--- src/hw/rtl/wsa_pkg.sv ---
`timescale 1ns / 1ps
// ----------------------------------------------------------------------------
// wsa_pkg
// Shared sizes, register indexes, command and error codes of the weight slot
// allocator.
// ----------------------------------------------------------------------------
package wsa_pkg;

	localparam int NUM_ARRAYS_DEF = 4;
	localparam int MAX_SLOTS_DEF  = 8;
	localparam int NUM_TOKENS_DEF = 32;

	// Configuration port
	localparam int CFG_IDX_W  = 2;
	localparam int CFG_DATA_W = 4;

	localparam logic [CFG_IDX_W-1:0] REG_ARRAYS_IN_USE   = 2'd0;
	localparam logic [CFG_IDX_W-1:0] REG_SLOTS_PER_ARRAY = 2'd1;

	localparam logic [2:0] ARRAYS_IN_USE_RST   = 3'd4;
	localparam logic [3:0] SLOTS_PER_ARRAY_RST = 4'd8;

	localparam logic CMD_ALLOC   = 1'b0;
	localparam logic CMD_RELEASE = 1'b1;

	localparam logic [1:0] ERR_NONE       = 2'd0;
	localparam logic [1:0] ERR_ZERO_COUNT = 2'd1;
	localparam logic [1:0] ERR_BAD_TOKEN  = 2'd2;

	localparam int FREE_TOTAL_MAX = 63;

endpackage

--- src/hw/rtl/wsa_ram.sv ---
`timescale 1ns / 1ps
// ----------------------------------------------------------------------------
// wsa_ram
// Generic single-write, single-read synchronous RAM with a registered read.
// ----------------------------------------------------------------------------
module wsa_ram #(
	parameter int WIDTH = 8,
	parameter int DEPTH = 32,
	parameter int ADDR_W = (DEPTH > 1) ? $clog2(DEPTH) : 1
) (
	input  logic              clk,
	input  logic              wr_en,
	input  logic [ADDR_W-1:0] wr_addr,
	input  logic [WIDTH-1:0]  wr_data,
	input  logic              rd_en,
	input  logic [ADDR_W-1:0] rd_addr,
	output logic [WIDTH-1:0]  rd_data
);

	logic [WIDTH-1:0] mem [DEPTH];

	always_ff @(posedge clk) begin
		if (wr_en) begin
			mem[wr_addr] <= wr_data;
		end
		if (rd_en) begin
			rd_data <= mem[rd_addr];
		end
	end

endmodule

--- src/hw/rtl/weight_slot_allocator.sv ---
`timescale 1ns / 1ps
// ----------------------------------------------------------------------------
// weight_slot_allocator
// Round-robin allocator of weight-buffer slots over a set of compute arrays,
// with a token table held in a synchronous RAM.
// ----------------------------------------------------------------------------
// Flow: an accepted word passes through a work state (ST_ALLOC or ST_REL), then
// ST_DONE, which loads the output register once that is free or being emptied;
// a rejected word goes straight to ST_DONE. No new word is taken until the
// result has been loaded. In ST_ALLOC a stale pointer adds reduction steps and
// each 32-token group past the first adds a scan step.
// Reset: arst_n clears slot counts, token valid bits and pointer; four by eight.
module weight_slot_allocator #(
	parameter int NUM_ARRAYS = wsa_pkg::NUM_ARRAYS_DEF,
	parameter int MAX_SLOTS  = wsa_pkg::MAX_SLOTS_DEF,
	parameter int NUM_TOKENS = wsa_pkg::NUM_TOKENS_DEF
) (
	input  logic                           clk,
	input  logic                           arst_n,

	// Configuration write channel
	input  logic                           cfg_valid,
	output logic                           cfg_ready,
	input  logic [wsa_pkg::CFG_IDX_W-1:0]  cfg_index,
	input  logic [wsa_pkg::CFG_DATA_W-1:0] cfg_data,

	// Request channel
	input  logic                           in_valid,
	output logic                           in_ready,
	input  logic                           command,
	input  logic [7:0]                     consumer_count,
	input  logic [4:0]                     token_index,

	// Result channel
	output logic                           out_valid,
	input  logic                           out_ready,
	output logic                           granted,
	output logic [1:0]                     array_index,
	output logic [4:0]                     token_given,
	output logic                           slot_freed,
	output logic [5:0]                     free_slots_total,
	output logic [1:0]                     error_code
);

	// Index widths of the arrays, the tokens and the slot counters.
	localparam int AW  = (NUM_ARRAYS > 1) ? $clog2(NUM_ARRAYS) : 1;
	localparam int TW  = (NUM_TOKENS > 1) ? $clog2(NUM_TOKENS) : 1;
	localparam int UW  = $clog2(MAX_SLOTS + 1);
	// The free-token search looks at one group of up to 32 valid bits a cycle.
	localparam int GW   = (NUM_TOKENS < 32) ? NUM_TOKENS : 32;
	localparam int NG   = (NUM_TOKENS + GW - 1) / GW;
	localparam int GIW  = (NG > 1) ? $clog2(NG) : 1;
	localparam int OW   = (GW > 1) ? $clog2(GW) : 1;
	localparam int PADW = NG * GW;
	// A token RAM word holds the consumer count above the array index.
	localparam int RW  = 8 + AW;
	// Compare widths.
	localparam int CW  = (UW > 4) ? UW : 4;
	localparam int NW  = ((AW > 3) ? AW : 3) + 1;
	localparam int IW  = (TW > 5) ? TW : 5;
	localparam int AXW = (AW > 2) ? AW : 2;

	typedef enum logic [1:0] {
		ST_IDLE,
		ST_ALLOC,
		ST_REL,
		ST_DONE
	} state_t;

	state_t state_q;

	// Configuration registers.
	logic [2:0] arrays_in_use_q;
	logic [3:0] slots_per_array_q;

	// Allocator state: slot counts and token valid bits stay in flops, the
	// count and array of each token live in the RAM.
	logic [UW-1:0]         slots_used_q [NUM_ARRAYS];
	logic [NUM_TOKENS-1:0] token_valid_q;
	logic [AW-1:0]         rr_q;

	// The word being worked on.
	logic [7:0]    count_q;
	logic [TW-1:0] tok_q;
	logic [AW-1:0] start_q;
	logic [GIW-1:0] grp_q;

	// The result waiting for the output register.
	logic          res_granted_q;
	logic [AW-1:0] res_arr_q;
	logic [TW-1:0] res_tok_q;
	logic          res_freed_q;
	logic [1:0]    res_err_q;

	// Output register.
	logic       out_valid_q;
	logic       granted_q;
	logic [1:0] array_index_q;
	logic [4:0] token_given_q;
	logic       slot_freed_q;
	logic [5:0] free_slots_total_q;
	logic [1:0] error_code_q;

	// Token RAM port signals.
	logic          ram_wr_en;
	logic [TW-1:0] ram_wr_addr;
	logic [RW-1:0] ram_wr_data;
	logic          ram_rd_en;
	logic [TW-1:0] ram_rd_addr;
	logic [RW-1:0] ram_rd_data;

	// ------------------------------------------------------------------------
	// Effective sizes. A zero register counts as one, and both are clipped to
	// what the hardware was built for.
	// ------------------------------------------------------------------------
	logic [2:0] n_act;
	logic [3:0] d_act;

	always_comb begin
		n_act = arrays_in_use_q;
		if (n_act == 3'd0) begin
			n_act = 3'd1;
		end
		if (32'(n_act) > NUM_ARRAYS) begin
			n_act = 3'(NUM_ARRAYS);
		end
		d_act = slots_per_array_q;
		if (d_act == 4'd0) begin
			d_act = 4'd1;
		end
		if (32'(d_act) > MAX_SLOTS) begin
			d_act = 4'(MAX_SLOTS);
		end
	end

	// ------------------------------------------------------------------------
	// Round-robin array search. The start point must already be below the
	// active count; candidates wrap once at most.
	// ------------------------------------------------------------------------
	logic [NUM_ARRAYS-1:0] avail;
	logic                  start_ok;
	logic                  pick_found;
	logic [AW-1:0]         pick;
	logic [NW-1:0]         cand;
	logic [NW-1:0]         rr_next_w;
	logic [AW-1:0]         rr_next;

	always_comb begin
		for (int i = 0; i < NUM_ARRAYS; i++) begin
			avail[i] = CW'(slots_used_q[i]) < CW'(d_act);
		end
		start_ok   = NW'(start_q) < NW'(n_act);
		pick_found = 1'b0;
		pick       = '0;
		cand       = '0;
		for (int i = 0; i < NUM_ARRAYS; i++) begin
			cand = NW'(start_q) + NW'(i);
			if (cand >= NW'(n_act)) begin
				cand = cand - NW'(n_act);
			end
			if (!pick_found && (NW'(i) < NW'(n_act)) && avail[cand[AW-1:0]]) begin
				pick_found = 1'b1;
				pick       = cand[AW-1:0];
			end
		end
		rr_next_w = NW'(pick) + NW'(1);
		if (rr_next_w == NW'(n_act)) begin
			rr_next = '0;
		end else begin
			rr_next = rr_next_w[AW-1:0];
		end
	end

	// ------------------------------------------------------------------------
	// Lowest free token, one group of valid bits per cycle. Padding bits past
	// the last token read as taken.
	// ------------------------------------------------------------------------
	logic [PADW-1:0] valid_pad;
	logic [GW-1:0]   grp_bits;
	logic            tok_hit;
	logic [OW-1:0]   tok_off;
	logic [TW-1:0]   free_tok;
	logic            grp_last;

	always_comb begin
		valid_pad                 = '1;
		valid_pad[NUM_TOKENS-1:0] = token_valid_q;
		grp_bits = valid_pad[int'(grp_q) * GW +: GW];
		tok_hit  = 1'b0;
		tok_off  = '0;
		for (int j = GW - 1; j >= 0; j--) begin
			if (!grp_bits[j]) begin
				tok_hit = 1'b1;
				tok_off = OW'(j);
			end
		end
		free_tok = TW'(int'(grp_q) * GW + int'(tok_off));
		grp_last = (int'(grp_q) == NG - 1);
	end

	// ------------------------------------------------------------------------
	// Release lookup of the incoming word and the RAM read data.
	// ------------------------------------------------------------------------
	logic [IW-1:0] tok_in_ext;
	logic [TW-1:0] tok_in;
	logic          tok_in_ok;
	logic [7:0]    rel_count;
	logic [7:0]    rel_count_next;
	logic [AW-1:0] rel_arr;

	always_comb begin
		tok_in_ext     = IW'(token_index);
		tok_in         = tok_in_ext[TW-1:0];
		tok_in_ok      = (32'(token_index) < NUM_TOKENS) && token_valid_q[tok_in];
		rel_count      = ram_rd_data[RW-1:AW];
		rel_arr        = ram_rd_data[AW-1:0];
		// A valid token always holds a count of at least one.
		rel_count_next = rel_count - 8'd1;
	end

	// ------------------------------------------------------------------------
	// Free slots over the active arrays, read when the result is loaded.
	// ------------------------------------------------------------------------
	logic [7:0] free_sum;
	logic [5:0] free_sat;

	always_comb begin
		free_sum = '0;
		for (int i = 0; i < NUM_ARRAYS; i++) begin
			if ((3'(i) < n_act) && (i < 8) && avail[i]) begin
				free_sum = free_sum + 8'(d_act) - 8'(slots_used_q[i]);
			end
		end
		if (32'(free_sum) > wsa_pkg::FREE_TOTAL_MAX) begin
			free_sat = 6'(wsa_pkg::FREE_TOTAL_MAX);
		end else begin
			free_sat = free_sum[5:0];
		end
	end

	// ------------------------------------------------------------------------
	// Token RAM: read on accept of a release, written back from the ST_REL state
	// that follows; an allocate writes the new entry. Only one word is in flight,
	// so a write never meets a read of the same entry.
	// ------------------------------------------------------------------------
	logic alloc_fire;

	always_comb begin
		alloc_fire  = (state_q == ST_ALLOC) && start_ok && pick_found && tok_hit;
		ram_rd_en   = (state_q == ST_IDLE) && in_valid && (command == wsa_pkg::CMD_RELEASE);
		ram_rd_addr = tok_in;
		ram_wr_en   = alloc_fire || (state_q == ST_REL);
		if (state_q == ST_ALLOC) begin
			ram_wr_addr = free_tok;
			ram_wr_data = {count_q, pick};
		end else begin
			ram_wr_addr = tok_q;
			ram_wr_data = {rel_count_next, rel_arr};
		end
	end

	wsa_ram #(
		.WIDTH (RW),
		.DEPTH (NUM_TOKENS)
	) u_token_ram (
		.clk     (clk),
		.wr_en   (ram_wr_en),
		.wr_addr (ram_wr_addr),
		.wr_data (ram_wr_data),
		.rd_en   (ram_rd_en),
		.rd_addr (ram_rd_addr),
		.rd_data (ram_rd_data)
	);

	// Output-side widening of indexes to the port widths.
	logic [AXW-1:0] arr_out_ext;
	logic [IW-1:0]  tok_out_ext;

	assign arr_out_ext = AXW'(res_arr_q);
	assign tok_out_ext = IW'(res_tok_q);

	// The finished result moves into the output register once that is free
	// or is being emptied in the same cycle.
	logic load_out;

	assign load_out = (state_q == ST_DONE) && (!out_valid_q || out_ready);

	// ------------------------------------------------------------------------
	// Sequencer. Configuration writes are taken in any state; the user must send
	// them only while the block is idle, as the block itself does not enforce it.
	// ------------------------------------------------------------------------
	always_ff @(posedge clk or negedge arst_n) begin
		if (!arst_n) begin
			state_q            <= ST_IDLE;
			arrays_in_use_q    <= wsa_pkg::ARRAYS_IN_USE_RST;
			slots_per_array_q  <= wsa_pkg::SLOTS_PER_ARRAY_RST;
			for (int i = 0; i < NUM_ARRAYS; i++) begin
				slots_used_q[i] <= '0;
			end
			token_valid_q      <= '0;
			rr_q               <= '0;
			count_q            <= '0;
			tok_q              <= '0;
			start_q            <= '0;
			grp_q              <= '0;
			res_granted_q      <= 1'b0;
			res_arr_q          <= '0;
			res_tok_q          <= '0;
			res_freed_q        <= 1'b0;
			res_err_q          <= wsa_pkg::ERR_NONE;
			out_valid_q        <= 1'b0;
			granted_q          <= 1'b0;
			array_index_q      <= '0;
			token_given_q      <= '0;
			slot_freed_q       <= 1'b0;
			free_slots_total_q <= '0;
			error_code_q       <= wsa_pkg::ERR_NONE;
		end else begin
			if (cfg_valid) begin
				case (cfg_index)
					wsa_pkg::REG_ARRAYS_IN_USE:   arrays_in_use_q   <= cfg_data[2:0];
					wsa_pkg::REG_SLOTS_PER_ARRAY: slots_per_array_q <= cfg_data[3:0];
					default: ;
				endcase
			end

			if (load_out) begin
				out_valid_q <= 1'b1;
			end else if (out_ready) begin
				out_valid_q <= 1'b0;
			end

			case (state_q)
				ST_IDLE: begin
					if (in_valid) begin
						count_q       <= consumer_count;
						tok_q         <= tok_in;
						start_q       <= rr_q;
						grp_q         <= '0;
						res_granted_q <= 1'b0;
						res_arr_q     <= '0;
						res_tok_q     <= '0;
						res_freed_q   <= 1'b0;
						if (command == wsa_pkg::CMD_ALLOC) begin
							if (consumer_count == 8'd0) begin
								res_err_q <= wsa_pkg::ERR_ZERO_COUNT;
								state_q   <= ST_DONE;
							end else begin
								res_err_q <= wsa_pkg::ERR_NONE;
								state_q   <= ST_ALLOC;
							end
						end else begin
							if (tok_in_ok) begin
								res_err_q <= wsa_pkg::ERR_NONE;
								state_q   <= ST_REL;
							end else begin
								res_err_q <= wsa_pkg::ERR_BAD_TOKEN;
								state_q   <= ST_DONE;
							end
						end
					end
				end

				ST_ALLOC: begin
					if (!start_ok) begin
						// Pointer left over from a larger array count.
						start_q <= AW'(NW'(start_q) - NW'(n_act));
					end else if (!pick_found) begin
						// Every active array is full: stall.
						state_q <= ST_DONE;
					end else if (tok_hit) begin
						slots_used_q[pick]      <= slots_used_q[pick] + UW'(1);
						token_valid_q[free_tok] <= 1'b1;
						rr_q                    <= rr_next;
						res_granted_q           <= 1'b1;
						res_arr_q               <= pick;
						res_tok_q               <= free_tok;
						state_q                 <= ST_DONE;
					end else if (grp_last) begin
						// No free token: stall.
						state_q <= ST_DONE;
					end else begin
						grp_q <= grp_q + GIW'(1);
					end
				end

				ST_REL: begin
					res_arr_q <= rel_arr;
					if (rel_count_next == 8'd0) begin
						token_valid_q[tok_q] <= 1'b0;
						if (slots_used_q[rel_arr] != '0) begin
							slots_used_q[rel_arr] <= slots_used_q[rel_arr] - UW'(1);
						end
						res_freed_q <= 1'b1;
					end
					state_q <= ST_DONE;
				end

				ST_DONE: begin
					if (load_out) begin
						granted_q          <= res_granted_q;
						array_index_q      <= arr_out_ext[1:0];
						token_given_q      <= tok_out_ext[4:0];
						slot_freed_q       <= res_freed_q;
						free_slots_total_q <= free_sat;
						error_code_q       <= res_err_q;
						state_q            <= ST_IDLE;
					end
				end

				default: begin
					state_q <= ST_IDLE;
				end
			endcase
		end
	end

	assign cfg_ready        = 1'b1;
	assign in_ready         = (state_q == ST_IDLE);
	assign out_valid        = out_valid_q;
	assign granted          = granted_q;
	assign array_index      = array_index_q;
	assign token_given      = token_given_q;
	assign slot_freed       = slot_freed_q;
	assign free_slots_total = free_slots_total_q;
	assign error_code       = error_code_q;

endmodule

--- config.mk ---
export PLATFORM = sky130hd
export DESIGN_NAME = weight_slot_allocator
export DESIGN_NICKNAME = d
export VERILOG_FILES = /design/src/hw/rtl/wsa_pkg.sv /design/src/hw/rtl/wsa_ram.sv /design/src/hw/rtl/weight_slot_allocator.sv
export SDC_FILE = /design/constraint.sdc
export NUM_CORES = 1
export LEC_CHECK = 0
export BUFFER_PORTS_ARGS = -buffer_cell sky130_fd_sc_hd__buf_4
export CAP_MARGIN = 30
export CORE_AREA = 3 3 261 263
export DETAILED_ROUTE_END_ITERATION = 8
export DIE_AREA = 0 0 264 266
export PLACE_DENSITY = 0.44
export SYNTH_ARGS = -nofsm -noshare
export SYNTH_HDL_FRONTEND = slang
export SYNTH_SLANG_ARGS = --single-unit
--- constraint.sdc ---
create_clock -name clk -period 19.1 [get_ports clk]
set_input_delay 1.91 -clock clk [delete_from_list [all_inputs] [get_ports clk]]
set_output_delay 1.91 -clock clk [all_outputs]
set_load 0.05 [all_outputs]
======== Word level (Yosys, flattened, before mapping) ========
Memory sizes are Yosys's and may differ from the RTL's. A register that Yosys moved wholly into a read port is not among the register bits.
Index checks and enable logic that the tools add are counted.
storage, ports and cells
  bits in writable memories ............... 320
  memories ................................ 1
  register bits after elaboration ......... 104
operators by class
  add/sub/neg operators ................... 20
  reductions and logical operators ........ 52
  equal/unequal tests ..................... 15
  mux-type cells .......................... 167
  $lt $le $gt $ge ......................... 33
  bitwise logic cells ..................... 5
  shifts and indexed selects .............. 1
memories
  name             depth  bits a word  rd ports  clocked after memory_dff  write ports  line           RTL
  u_token_ram.mem  32     10           1         1                         1            wsa_ram.sv:20  logic [WIDTH-1:0] mem [DEPTH];
operator list
  operator                                             count
  two-way mux 5 bit                                    37
  two-way mux 32 bit                                   4
  two-way mux 16 bit                                   5
  one-hot mux 32 bit (2 select lines)                  1
  two-way mux 1 bit                                    58
  two-way mux 2 bit                                    25
  bitwise AND 32 bit                                   1
  bitwise mux 16 bit                                   2
  two-way mux 4 bit                                    8
  two-way mux 8 bit                                    4
  NOT 32 bit                                           1
  OR 32 bit                                            1
  one-hot mux 16 bit (2 select lines)                  1
  indexed part select 32 x 7 -> 32 bit                 1
  adder 8 x 4 -> 8 bit                                 3
  subtractor 8 x 4 -> 8 bit                            3
  logical AND 1 bit                                    21
  AND reduction 5 bit                                  4
  < comparator 5 x 6 -> 1 bit (second input constant)  3
  binary-select mux 4 bit (select 2 bit)               2
  demux 4 bit (select 2 bit)                           2
  zero test 8 bit                                      2
  < comparator 4 bit                                   4
  != test 2 bit (second input constant)                7
  other kinds (50)                                     93

======== Logic depth before layout (Yosys ltp) ========
Gate-level depths: netlist of run 1.
  depth in word-level cells ............... 43
  mapped depth ............................ 35

======== Hierarchy ========
A second synthesis of run 1 with hierarchy kept.
unflattened totals
  cell total of the unflattened synthesis .. 1681
  area, all modules ....................... 21501.9 µm²
by module, submodules not included
  module                 cells each  area each (µm²)  seq. area each (µm²)  instances
  wsa_ram                733         13093.8          9909.5                1
  weight_slot_allocator  948         8408.1           2580.0                1

======== Worst setup path after synthesis of run 1 ========
Ideal clock, no wire load.
  path type ............................... reg2reg
  start ................................... register slots_per_array_q[3]
  end ..................................... register free_slots_total_q[0], in the netlist free_slots_total[0]
  library setup time ...................... 160 ps
  arrival ................................. 7020 ps
  path buffers ............................ 0
  setup slack ............................. 11920 ps
  cell stages (with the launch flop) ...... 29
  cells stage by stage .................... dfstp_2 -> inv_1 -> nand2_1 -> inv_1 -> ha_1 -> nor2b_1 -> o311ai_2 -> nor2_1 -> nand2_1 -> fa_1 -> inv_1 -> fa_1 -> nand2_1 -> o21ai_0 -> fa_1 -> fa_1 -> mux2_2 -> fa_1 -> ha_1 -> a21o_1 -> a21oi_1 -> o21bai_1 -> a21oi_1 -> nor2b_1 -> nor2_1 -> and3_1 -> nor2_1 -> o41ai_1 -> a31oi_1
on the way
  longest elaborated chain between the ends .. 18
RTL lines
  what                                    line                          RTL
  start: declaration                      weight_slot_allocator.sv:74   logic [3:0] slots_per_array_q;
  start signal: assignment                weight_slot_allocator.sv:296  slots_per_array_q <= wsa_pkg::SLOTS_PER_ARRAY_RST;
  start signal: assignment                weight_slot_allocator.sv:322  wsa_pkg::REG_SLOTS_PER_ARRAY: slots_per_array_q <= cfg_data[3:0];
  zero test 4 bit                         weight_slot_allocator.sv:128  if (d_act == 4'd0) begin
  two-way mux 4 bit (*)                   weight_slot_allocator.sv:128
  greater-than comparator 4 bit           weight_slot_allocator.sv:131  if (32'(d_act) > MAX_SLOTS) begin
  two-way mux 4 bit (*)                   weight_slot_allocator.sv:131
  < comparator 4 bit                      weight_slot_allocator.sv:150  avail[i] = CW'(slots_used_q[i]) < CW'(d_act);
  logical AND 1 bit                       weight_slot_allocator.sv:230  if ((3'(i) < n_act) && (i < 8) && avail[i]) begin
  two-way mux 8 bit                       weight_slot_allocator.sv:230
  adder 8 x 4 -> 8 bit                    weight_slot_allocator.sv:231  free_sum = free_sum + 8'(d_act) - 8'(slots_used_q[i]);
  [2 not listed]                          -
  adder 8 x 4 -> 8 bit                    weight_slot_allocator.sv:231
  subtractor 8 x 4 -> 8 bit               weight_slot_allocator.sv:231
  two-way mux 8 bit                       weight_slot_allocator.sv:230
  adder 8 x 4 -> 8 bit                    weight_slot_allocator.sv:231
  subtractor 8 x 4 -> 8 bit               weight_slot_allocator.sv:231
  two-way mux 8 bit (*)                   weight_slot_allocator.sv:230
  greater-than comparator 8 x 6 -> 1 bit  weight_slot_allocator.sv:234  if (32'(free_sum) > wsa_pkg::FREE_TOTAL_MAX) begin
  two-way mux 6 bit (*)                   weight_slot_allocator.sv:234
  end signal: assignment                  weight_slot_allocator.sv:405  free_slots_total_q <= free_sat;
  end: declaration                        weight_slot_allocator.sv:101  logic [5:0] free_slots_total_q;
Every way passes the cells marked *; elsewhere a longest branch is shown, timed or not.
A chain may end at the register's enable or synchronous reset.

======== Final worst setup path of run 1 ========
  start ................................... register slots_per_array_q[3]
  end ..................................... register free_slots_total_q[1], in the netlist free_slots_total[1]
The elaborated chain is that of the path after synthesis.

==> results.md, run 1 <==
* Layout Cells excl Fill at 2488
* Clk_skew at 0.0382 ns
* Critical path data required time at 19.59 ns
* Run status: finished, final reports clean
* Core Area at 65900 um^2
* Delay-heaviest family, CP: adder cells
* Hold WC Path Type: reg2reg
* Largest net degree at the start of global routing at 61
* CP most frequent cell: fa_1
* Syn nets at 1607
* Io pins at 45
* # port buffers at 43
* Setup CP Type: reg2reg
* CTS Sinks at 433
* Post-Synthesis Cell Area at 21100 um^2
* Fraction of layout cells with a size suffix above 1 at 21.6%
* Clk buf depth at 3
* GRT overflow at 0
* Synth unique cells at 76
* Vias in the first global route at 13100
* Worst-Margin Slew at 0.969 ns
* CTS Hold Bufs at 0
* Number of synthesis warnings at 0
* Final Core Density at 36.9%
* Rel. slew slack at 35.4%
* Number of diodes at 0
* Synth cell count leaders: 330 x edfxtp_1, 140 x nand2_1, 115 x mux4_2
* H-Tree Depth at 2
* GR Layer Usage met1 at 21.6%
* WL/cell at 22.0 um
* CTS tree: yes
* Top cell type's share of synthesized area at 47.0%
* RSZ-0062 raised after global routing: no
* Placement Setup Slack at 10.81 ns
* Area growth syn-to-layout at 15.3%
* Crit-path max FO at 11
* Worst Setup Slack, final at 10.80 ns
* Number of flops mapped to enable cells by yosys at 330
* Setup Fix Bufs, Post-CTS at 0
* Register area share after synthesis at 59.2%
* Fraction of registers with async set/reset at 23.8%
* Root Buffer: clkbuf_16
* Total GRT Usage at 15.5%
* Final ANT Viol Nets at 0
* Top cells by area, synth: edfxtp_1 47%, mux4_2 12%, dfrtp_1 12%
* DRT Pass-1 Iters at 5
* Met3 GRT Util at 2.86%
* TritonCTS Buffers at 49
* Yosys reg bits at 433
* Fmax at 120 MHz
* Post-synthesis average cell area at 14.0 um^2
* Max-cap violations at 0
* Placed wire-length estimate at 37200 um
* Critical Path End Type: flip-flop
* Drt drc at 0
* CP max stage delay at 0.61 ns
* Worst path bufs/invs at 4
* WP data arrival at 8.80 ns
* Post-cts resize count at 0
* Via count at 12900
* Synth Instances at 1501
* Die area at 70200 um^2
* DRT iter0 DRCs at 903
* Met2 Use GR at 25.1%
* Die Ht at 266 um
* Slowest CP cell: dfstp_2
* Vias per cell at 5.18
* Final wirelength at 54600 um
* Slew Viols, Final at 0
* Row cnt at 94
* DIE WIDTH at 264 um
* Clk slew on worst S/H paths at 0.06 ns
* Fillers at 6309
* Initial antenna violation count at 0
* First-pass GRT wire length at 83000 um
* # nets final at 1692
* Clk_lat worst skew at 0.60 ns
* Setup Viol. Count Final at 0
* CP startpoint kind: flip-flop
* Final hold violation count at 0
* Setup TNS at 0 ns
* Synth Flop Type: edfxtp_1
* Placer Congestion at 0.852
* Final period util at 43.5%
* Number of instances in the placed design at 2397
* Dominant cell type by area after synthesis: edfxtp_1
* Most Crowded Layer GR: met2
* Initial Utilization at 32.0%
* Count leader, synth: edfxtp_1
* Tmin final at 8.30 ns
## worst paths after layout
| path | start | to | slack [ns] | cells after the start |
|---|---|---|---|---|
| max | slots_per_array_q[3]$_DFFE_PN1P_ | free_slots_total[1]$_DFFE_PN0P_ | 10.80 | 31 |
| min | res_err_q[0]$_DFFE_PN0P_ | error_code[0]$_DFFE_PN0P_ | 0.47 | 2 |
| max reg2reg | slots_per_array_q[3]$_DFFE_PN1P_ | free_slots_total[1]$_DFFE_PN0P_ | 10.80 | 31 |
| min reg2reg | res_err_q[0]$_DFFE_PN0P_ | error_code[0]$_DFFE_PN0P_ | 0.47 | 2 |
| max in group asynchronous | arst_n | token_valid_q[6]$_DFFE_PN0P_ | 16.49 | 2 |
| min in group asynchronous | arst_n | free_slots_total[0]$_DFFE_PN0P_ | 1.33 | 1 |
## per-stage QoR
step                hold slack, ns  instance area (um^2)
detailed placement           0.458                 22700
global route                 0.497                 24300
finish                       0.472                 24300
floorplan                    0.439                 21100
global placement             0.458                 22500
CTS                          0.478                 24300
## routing by layer
metal / part of all wire (%) / routed length (um)
met5: 0 / 0
met4: 2.2 / 1230
met2: 47 / 25600
met1: 46 / 25400
met3: 4.4 / 2390
## tightest hold or removal path: cells and delay by family (launching register included)
| kind | cells | cell delay (ns) |
|---|---|---|
| simple gates | 2 | 0.10 |
| flops | 1 | 0.34 |
## cell usage in the layout (no fill, tap or decap), types with 6 or more instances in the layout
master and n:
nor3_1 29, a21oi_1 54, or2_2 6, xnor2_1 19, nand2b_1 15, ha_1 67, nand2_1 140, clkinv_2 7
and2_1 13, o211ai_1 9, nor2_1 92, inv_1 79, clkinv_1 8, a32o_1 6, xor2_1 11, edfxtp_1 330
a211oi_1 9, dfrtp_1 101, mux4_2 115, mux2_2 39, o21bai_1 6, clkbuf_8 6, nor2b_1 18, clkbuf_16 49
a21o_1 8, a31oi_1 19, nand3b_1 9, mux2i_1 8, nand4_1 9, clkbuf_1 11, buf_6 8, o21ai_0 104
fa_1 13, o221ai_1 9, nand3_1 14, o21ai_2 7, buf_4 80
## kinds of logic after synthesis
family / Yosys count / synth area share [%]
simple gates: 371 / 8.23
other cells: 1 / 0.0178
flops: 433 / 59.2
mux: 163 / 14.9
compound gates: 285 / 8.67
buf+inv: 137 / 2.49
fa+ha+maj: 81 / 5.27
xor+xnor: 30 / 1.25
## area by class of cell
class	count	area, um^2	area share [%]
Clock inverter	23	246	1.01
Clock buffer	66	1350	5.55
Timing Repair Buffer	91	736	3.03
Inverter	80	300	1.23
Sequential cell	433	12500	51.4
Multi-Input combinational cell	931	8120	33.4
Tap cell	864	1080	4.45
## registers in the layout (all words and copies together), names as in the netlist, 3 cells and up
register	count
tok_q	5
free_slots_total	6
u_token_ram.rd_data	10
slots_per_array_q	4
token_given	5
res_tok_q	5
token_valid_q	32
count_q	8
u_token_ram.mem	320
slots_used_q	16
arrays_in_use_q	3
Power of run 1 is left out: the tool's default activity adds up to more than one toggle a clock period on the data nets, which glitch-free logic cannot reach.
==> run 2: changes to the inputs <==
- PLACE_DENSITY: 0.44 -> 0.46
- clock period: 19.1 -> 6.8 ns (I/O delays scaled with it)
==> run 2 against run 1 <==
Net effect: the flow now finishes with violations (negative setup slack); count of clock-buffer cells in the layout shrank 2; wire length rose by 1.6%; register-to-register slack worse by 11 ns; setup slack got worse by 11 ns; critical path depth is 3 higher; maximum frequency up 18%; die area stayed put; via count is 0.94% higher; final cell count up 1.8%; highest routed layer unchanged.
==> results.md, run 2 (same netlist as run 1, synthesis figures left out) <==
* Run status: finished, violations left (was finished, final reports clean)
* Failing checks: negative setup slack
* CTS tree: yes (unchanged)
* WP data arrival at 7.54 ns (was 8.80 ns)
* Clk slew on worst S/H paths at 0.06 ns (about the same)
* Die Ht at 266 um (unchanged)
* Placed wire-length estimate at 36900 um (was 37200 um)
* Drt drc at 0 (unchanged)
* R2R setup slack at -0.24 ns (was 10.80 ns)
* Critical Path End Type: flip-flop (unchanged)
* Final wirelength at 55500 um (was 54600 um)
* Hold WC Path Type: in2reg (was reg2reg)
* Die area at 70200 um^2 (unchanged)
* Via count at 13000 (was 12900)
* Root Buffer: clkbuf_16 (unchanged)
* Worst path bufs/invs at 6 (was 4)
* Vias per cell at 5.13 (was 5.18)
* Max-cap violations at 0 (unchanged)
* Largest registers: u_token_ram.mem: 320 flops, token_valid_q: 32 flops, slots_used_q: 16 flops (unchanged)
* # port buffers at 43 (unchanged)
* CP most frequent cell: fa_1 (unchanged)
* Reg-to-Reg End: free_slots_total[5]$_DFFE_PN0P_ (was free_slots_total[1]$_DFFE_PN0P_)
* Fillers at 6306 (was 6309)
* Clk buf depth at 3 (unchanged)
* H-Tree Depth at 2 (unchanged)
* DRT Pass-1 Iters at 5 (unchanged)
* RSZ-0062 raised after global routing: yes (was no)
* Core Area at 65900 um^2 (unchanged)
* Largest register by flop count: u_token_ram.mem (unchanged)
* Setup CP Type: reg2reg (unchanged)
* First-pass GRT wire length at 84400 um (was 83000 um)
* CP max stage delay at 0.55 ns (was 0.61 ns)
* Total GRT Usage at 15.7% (was 15.5%)
* # nets final at 1739 (was 1692)
* Largest net degree at the start of global routing at 49 (was 61)
* Slowest CP cell: dfstp_2 (unchanged)
* Vias in the first global route at 13200 (was 13100)
* WP depth at 34 (was 31)
* Final period util at 104% (was 43.5%)
* CP endpoint: free_slots_total[5]$_DFFE_PN0P_ (was free_slots_total[1]$_DFFE_PN0P_)
* Rel. slew slack at 36.9% (was 35.4%)
* Number of flip-flops under the largest register name at 320 (unchanged)
* WL/cell at 21.9 um (was 22.0 um)
* Critical path data required time at 7.31 ns (was 19.59 ns)
* Initial Utilization at 32.0% (unchanged)
* Final hold violation count at 0 (unchanged)
* CP startpoint kind: flip-flop (unchanged)
* Most frequent cells in the layout: 330 x edfxtp_1, 135 x nand2_1, 135 x buf_4 (was 330 x edfxtp_1, 140 x nand2_1, 115 x mux4_2)
* DRT iter0 DRCs at 975 (was 903)
* TritonCTS Buffers at 48 (was 49)
* Row cnt at 94 (unchanged)
* Worst Setup Slack, final at -0.239 ns (was 10.80 ns)
* Most common cell after layout, fill and taps aside: edfxtp_1 (unchanged)
* Setup Viol. Count Final at 6 (was 0)
* CTS Sinks at 433 (unchanged)
* Placer Congestion at 0.843 (was 0.852)
* Clk_lat worst skew at 0.59 ns (was 0.60 ns)
* DIE WIDTH at 264 um (unchanged)
* Initial antenna violation count at 0 (unchanged)
* Crit-path max FO at 6 (was 11)
* Io pins at 45 (unchanged)
* Slew Viols, Final at 0 (unchanged)
* FF/Latch Area at 12500 um^2 (unchanged)
* Fmax at 142 MHz (was 120 MHz)
* Delay-heaviest family, CP: adder cells (unchanged)
* Final ANT Viol Nets at 0 (unchanged)
* Clk_skew at 0.0317 ns (was 0.0382 ns)
* Fraction of layout cells with a size suffix above 1 at 25.3% (was 21.6%)
* RR Startpoint: slots_per_array_q[3]$_DFFE_PN1P_ (unchanged)
* Worst-Margin Slew at 0.943 ns (was 0.969 ns)
* Setup TNS at -1.34 ns (was 0 ns)
* Area growth syn-to-layout at 17.5% (was 15.3%)
* CP startpoint: slots_per_array_q[3]$_DFFE_PN1P_ (unchanged)
* Tmin final at 7.04 ns (was 8.30 ns)
* GRT overflow at 0 (unchanged)
* Reg2reg path depth at 34 (was 31)
* Area of the multi-input gates at 8330 um^2 (was 8120 um^2)
==> run 2: changes by cell type in the layout (fill, tap and decap cells not counted), moves of 5 or more <==
cell / before / now
nand2_1: 140 / 135
a21oi_1: 54 / 46
clkinv_1: 8 / 13
ha_4: 0 / 6
a21oi_2: 1 / 8
buf_4: 80 / 135
buf_6: 8 / 1
ha_1: 67 / 59
clkbuf_8: 6 / 1
==> run 2: through the flow <==
stage / instances / hold WS (ns) / area, um^2 / setup slack, ns / util, %
6_report: 2534 / 0.307 / 24800 / -0.239 / 37.6
5_1_grt: 2533 / 0.293 / 24800 / -0.556 / 37.6
4_1_cts: 2529 / 0.269 / 24700 / -0.243 / 37.4
3_5_place_dp: 2436 / 0.465 / 23000 / -0.447 / 35.0
3_3_place_gp: 2434 / 0.461 / 23000 / -0.255 / 34.9
2_1_floorplan: 1501 / 0.384 / 21100 / -0.165 / -
==> run 2: what timing repair did <==
action                                  CTS  global route
pin swaps                                26            12
hold endpoints to repair                 16             0
endpoints found under the setup margin    6             6
hold buffers                              1             0
setup buffers                             6             4
resized for setup                        18            18
==> run 2: final cells by class <==
type / instances / share of cell area, %
Antenna cell: 1 / 0.0101
Clock buffer: 64 / 5.13
Clock inverter: 22 / 0.853
Inverter: 80 / 1.24
Multi-Input combinational cell: 931 / 33.6
Sequential cell: 433 / 50.4
Tap cell: 864 / 4.36
Timing Repair Buffer: 139 / 4.40
==> run 2: worst min-delay path by stage <==
stage                     cells after the start  slack (ns)                          to                        from
after CTS                                     2        0.27    res_err_q[0]$_DFFE_PN0P_                     command
after floorplan                               0        0.38  arr_out_ext[0]$_DFFE_PN0P_                      arst_n
after global placement                        2        0.46  token_given[4]$_DFFE_PN0P_    res_tok_q[4]$_DFFE_PN0P_
after detailed placement                      2        0.46  token_given[0]$_DFFE_PN0P_  token_given[0]$_DFFE_PN0P_
final                                         2        0.31    res_err_q[0]$_DFFE_PN0P_                     command
after global routing                          2        0.29    res_err_q[0]$_DFFE_PN0P_                     command
==> run 2: routing by layer <==
| metal | part of all wire [%] | track usage (%) | up-vias | wire [um] |
|---|---|---|---|---|
| li1 | - | - | 5995 | - |
| met4 | 2.0 | 3.96 | 0 | 1090 |
| met2 | 47 | 25.8 | 292 | 26200 |
| met5 | 0 | 0 | - | 0 |
| met3 | 3.8 | 2.08 | 63 | 2110 |
| met1 | 47 | 22.1 | 6655 | 26000 |
==> run 2: worst register-to-register path, delay by kind of cell (launching register included) <==
family          cells  cell delay, ns
simple gates        8            1.12
flops               1            0.55
mux                 1            0.47
xor+xnor            1            0.15
buf+inv             6            0.47
fa+ha+maj           8            2.72
compound gates     10            1.49
Power of run 2 is left out for the same reason.
==> run 3: changes to the inputs <==
- PLACE_DENSITY: 0.46 -> 0.44
- clock period: 6.8 -> 8.57 ns (I/O delays scaled with it)
==> run 3 against run 2 <==
Net effect: non-clock buffer count is 48 lower; the run now ends clean; maximum frequency fell by 12%; critical path type unchanged; clock skew increased by 0.0013 ns; flip-flop and latch count stayed put; global-route usage up 0.056 points; critical path depth shrank 3; count of clock-buffer cells in the layout is 2 higher.
==> results.md, run 3 (same netlist as run 1, synthesis figures left out) <==
* Total GRT Usage at 15.7% (about the same)
* Largest register by flop count: u_token_ram.mem (unchanged)
* Max-cap violations at 0 (unchanged)
* First-pass GRT wire length at 85000 um (was 84400 um)
* Setup Viol. Count Final at 0 (was 6)
* Setup TNS at 0 ns (was -1.34 ns)
* Drt drc at 0 (unchanged)
* Final ANT Viol Nets at 0 (unchanged)
* Core Area at 65900 um^2 (unchanged)
* Largest registers: u_token_ram.mem: 320 flops, token_valid_q: 32 flops, slots_used_q: 16 flops (unchanged)
* Clk_lat worst skew at 0.61 ns (was 0.59 ns)
* Area of the multi-input gates at 8130 um^2 (was 8330 um^2)
* Hold WC Path Type: in2async (was in2reg)
* Root Buffer: clkbuf_16 (unchanged)
* Clk_skew at 0.0330 ns (was 0.0317 ns)
* Critical path data required time at 9.06 ns (was 7.31 ns)
* Most frequent cells in the layout: 330 x edfxtp_1, 138 x nand2_1, 115 x mux4_2 (was 330 x edfxtp_1, 135 x nand2_1, 135 x buf_4)
* Fillers at 6290 (was 6306)
* TritonCTS Buffers at 49 (was 48)
* Row cnt at 94 (unchanged)
* Die Ht at 266 um (unchanged)
* Fmax at 125 MHz (was 142 MHz)
* Crit-path max FO at 11 (was 6)
* DRT Pass-1 Iters at 5 (unchanged)
* Run status: finished, final reports clean (was finished, violations left)
* Vias per cell at 5.17 (was 5.13)
* Number of flip-flops under the largest register name at 320 (unchanged)
* WL/cell at 22.1 um (was 21.9 um)
* CP max stage delay at 0.60 ns (was 0.55 ns)
* Final wirelength at 55100 um (was 55500 um)
* CP startpoint kind: flip-flop (unchanged)
* Placed wire-length estimate at 37200 um (was 36900 um)
* CTS Hold Bufs at 0 (was 1)
* Io pins at 45 (unchanged)
* # nets final at 1692 (was 1739)
* DRT iter0 DRCs at 918 (was 975)
* Clk slew on worst S/H paths at 0.05 ns (was 0.06 ns)
* Final hold violation count at 0 (unchanged)
* Placer Congestion at 0.839 (was 0.843)
* Most common cell after layout, fill and taps aside: edfxtp_1 (unchanged)
* Initial antenna violation count at 1 (was 0)
* Largest net degree at the start of global routing at 54 (was 49)
* Worst-Margin Slew at 0.983 ns (was 0.943 ns)
* CTS Sinks at 433 (unchanged)
* Slowest CP cell: dfstp_2 (unchanged)
* Layout Cells excl Fill at 2491 (was 2534)
* Initial Utilization at 32.0% (unchanged)
* RSZ-0062 raised after global routing: no (was yes)
* Area growth syn-to-layout at 15.3% (was 17.5%)
* CP most frequent cell: fa_1 (unchanged)
* Number of diodes at 0 (was 1)
* Number of instances in the placed design at 2394 (was 2436)
* Setup CP Type: reg2reg (unchanged)
* FF/Latch Area at 12500 um^2 (unchanged)
* H-Tree Depth at 2 (unchanged)
* Setup Fix Bufs, Post-CTS at 0 (was 6)
* Slew Viols, Final at 0 (unchanged)
* Fraction of layout cells with a size suffix above 1 at 21.7% (was 25.3%)
* DIE WIDTH at 264 um (unchanged)
* Final period util at 93.5% (was 104%)
* GRT overflow at 0 (unchanged)
* CTS tree: yes (unchanged)
* WP data arrival at 8.50 ns (was 7.54 ns)
* Via count at 12900 (was 13000)
* # port buffers at 43 (unchanged)
* Die area at 70200 um^2 (unchanged)
* Clk buf depth at 3 (unchanged)
* Vias in the first global route at 13300 (was 13200)
* Tmin final at 8.01 ns (was 7.04 ns)
* Critical Path End Type: flip-flop (unchanged)
* Rel. slew slack at 34.4% (was 36.9%)
run 3: cell types whose count changed in the layout (fill, tap and decap cells not counted), sizes merged:
cell,previous run,this run
inv,80,83
clkinv,17,18
diode,1,0
buf,138,89
dlygate4sd3,1,0
clkbuf,64,68
run 3: final timing paths:
path	start	to	slack, ns	cells after the start
max	slots_per_array_q[3]$_DFFE_PN1P_	free_slots_total[1]$_DFFE_PN0P_	0.56	31
min	arst_n	free_slots_total[0]$_DFFE_PN0P_	0.33	1
max reg2reg	slots_per_array_q[3]$_DFFE_PN1P_	free_slots_total[1]$_DFFE_PN0P_	0.56	31
min reg2reg	res_tok_q[0]$_DFFE_PN0P_	token_given[0]$_DFFE_PN0P_	0.48	2
max in group asynchronous	arst_n	slots_used_q[10]$_DFFE_PN0P_	7.01	2
min in group clk	command	res_err_q[0]$_DFFE_PN0P_	0.46	2
run 3: repair_timing:
item,4_1_cts,5_1_grt
gates resized for setup,0,4
endpoints found under the setup margin,0,6
endpoints found under the hold margin,0,0
run 3: worst max-delay path, delay by kind of cell, from the launching register on:
kind | cells | cell delay (ns)
multiplexers | 2 | 0.75
AND/OR/NAND/NOR | 9 | 1.21
adder cells (fa/ha/maj) | 7 | 3.15
AO/OA/AOI/OAI | 9 | 1.49
flip-flops | 1 | 0.60
buffers and inverters | 4 | 0.69
run 3: per-layer routing:
layer / routed length [um] / global-route usage [%]
met3: 1960 / 2.59
met1: 25700 / 21.9
met2: 26200 / 25.8
met5: 0 / 0
met4: 1210 / 3.94
run 3: cell type report:
class                   instances  share of cell area, %
well taps                     864                   4.45
clock buffers                  66                   5.43
flip-flops and latches        433                   51.4
clock inverters                26                   1.01
inverters                      80                   1.24
repair buffers                 91                   3.07
multi-input cells             931                   33.4
run 3: metrics by stage:
stage	utilization, %	setup slack, ns	hold WS (ns)	instance area, um^2
after floorplan	-	1.39	0.439	21100
after global placement	34.2	0.420	0.460	22500
after detailed placement	34.4	0.185	0.459	22700
after CTS	36.8	0.151	0.319	24200
after global routing	36.9	0.0261	0.363	24300
final	36.9	0.558	0.328	24300
Power of run 3 is left out for the same reason.
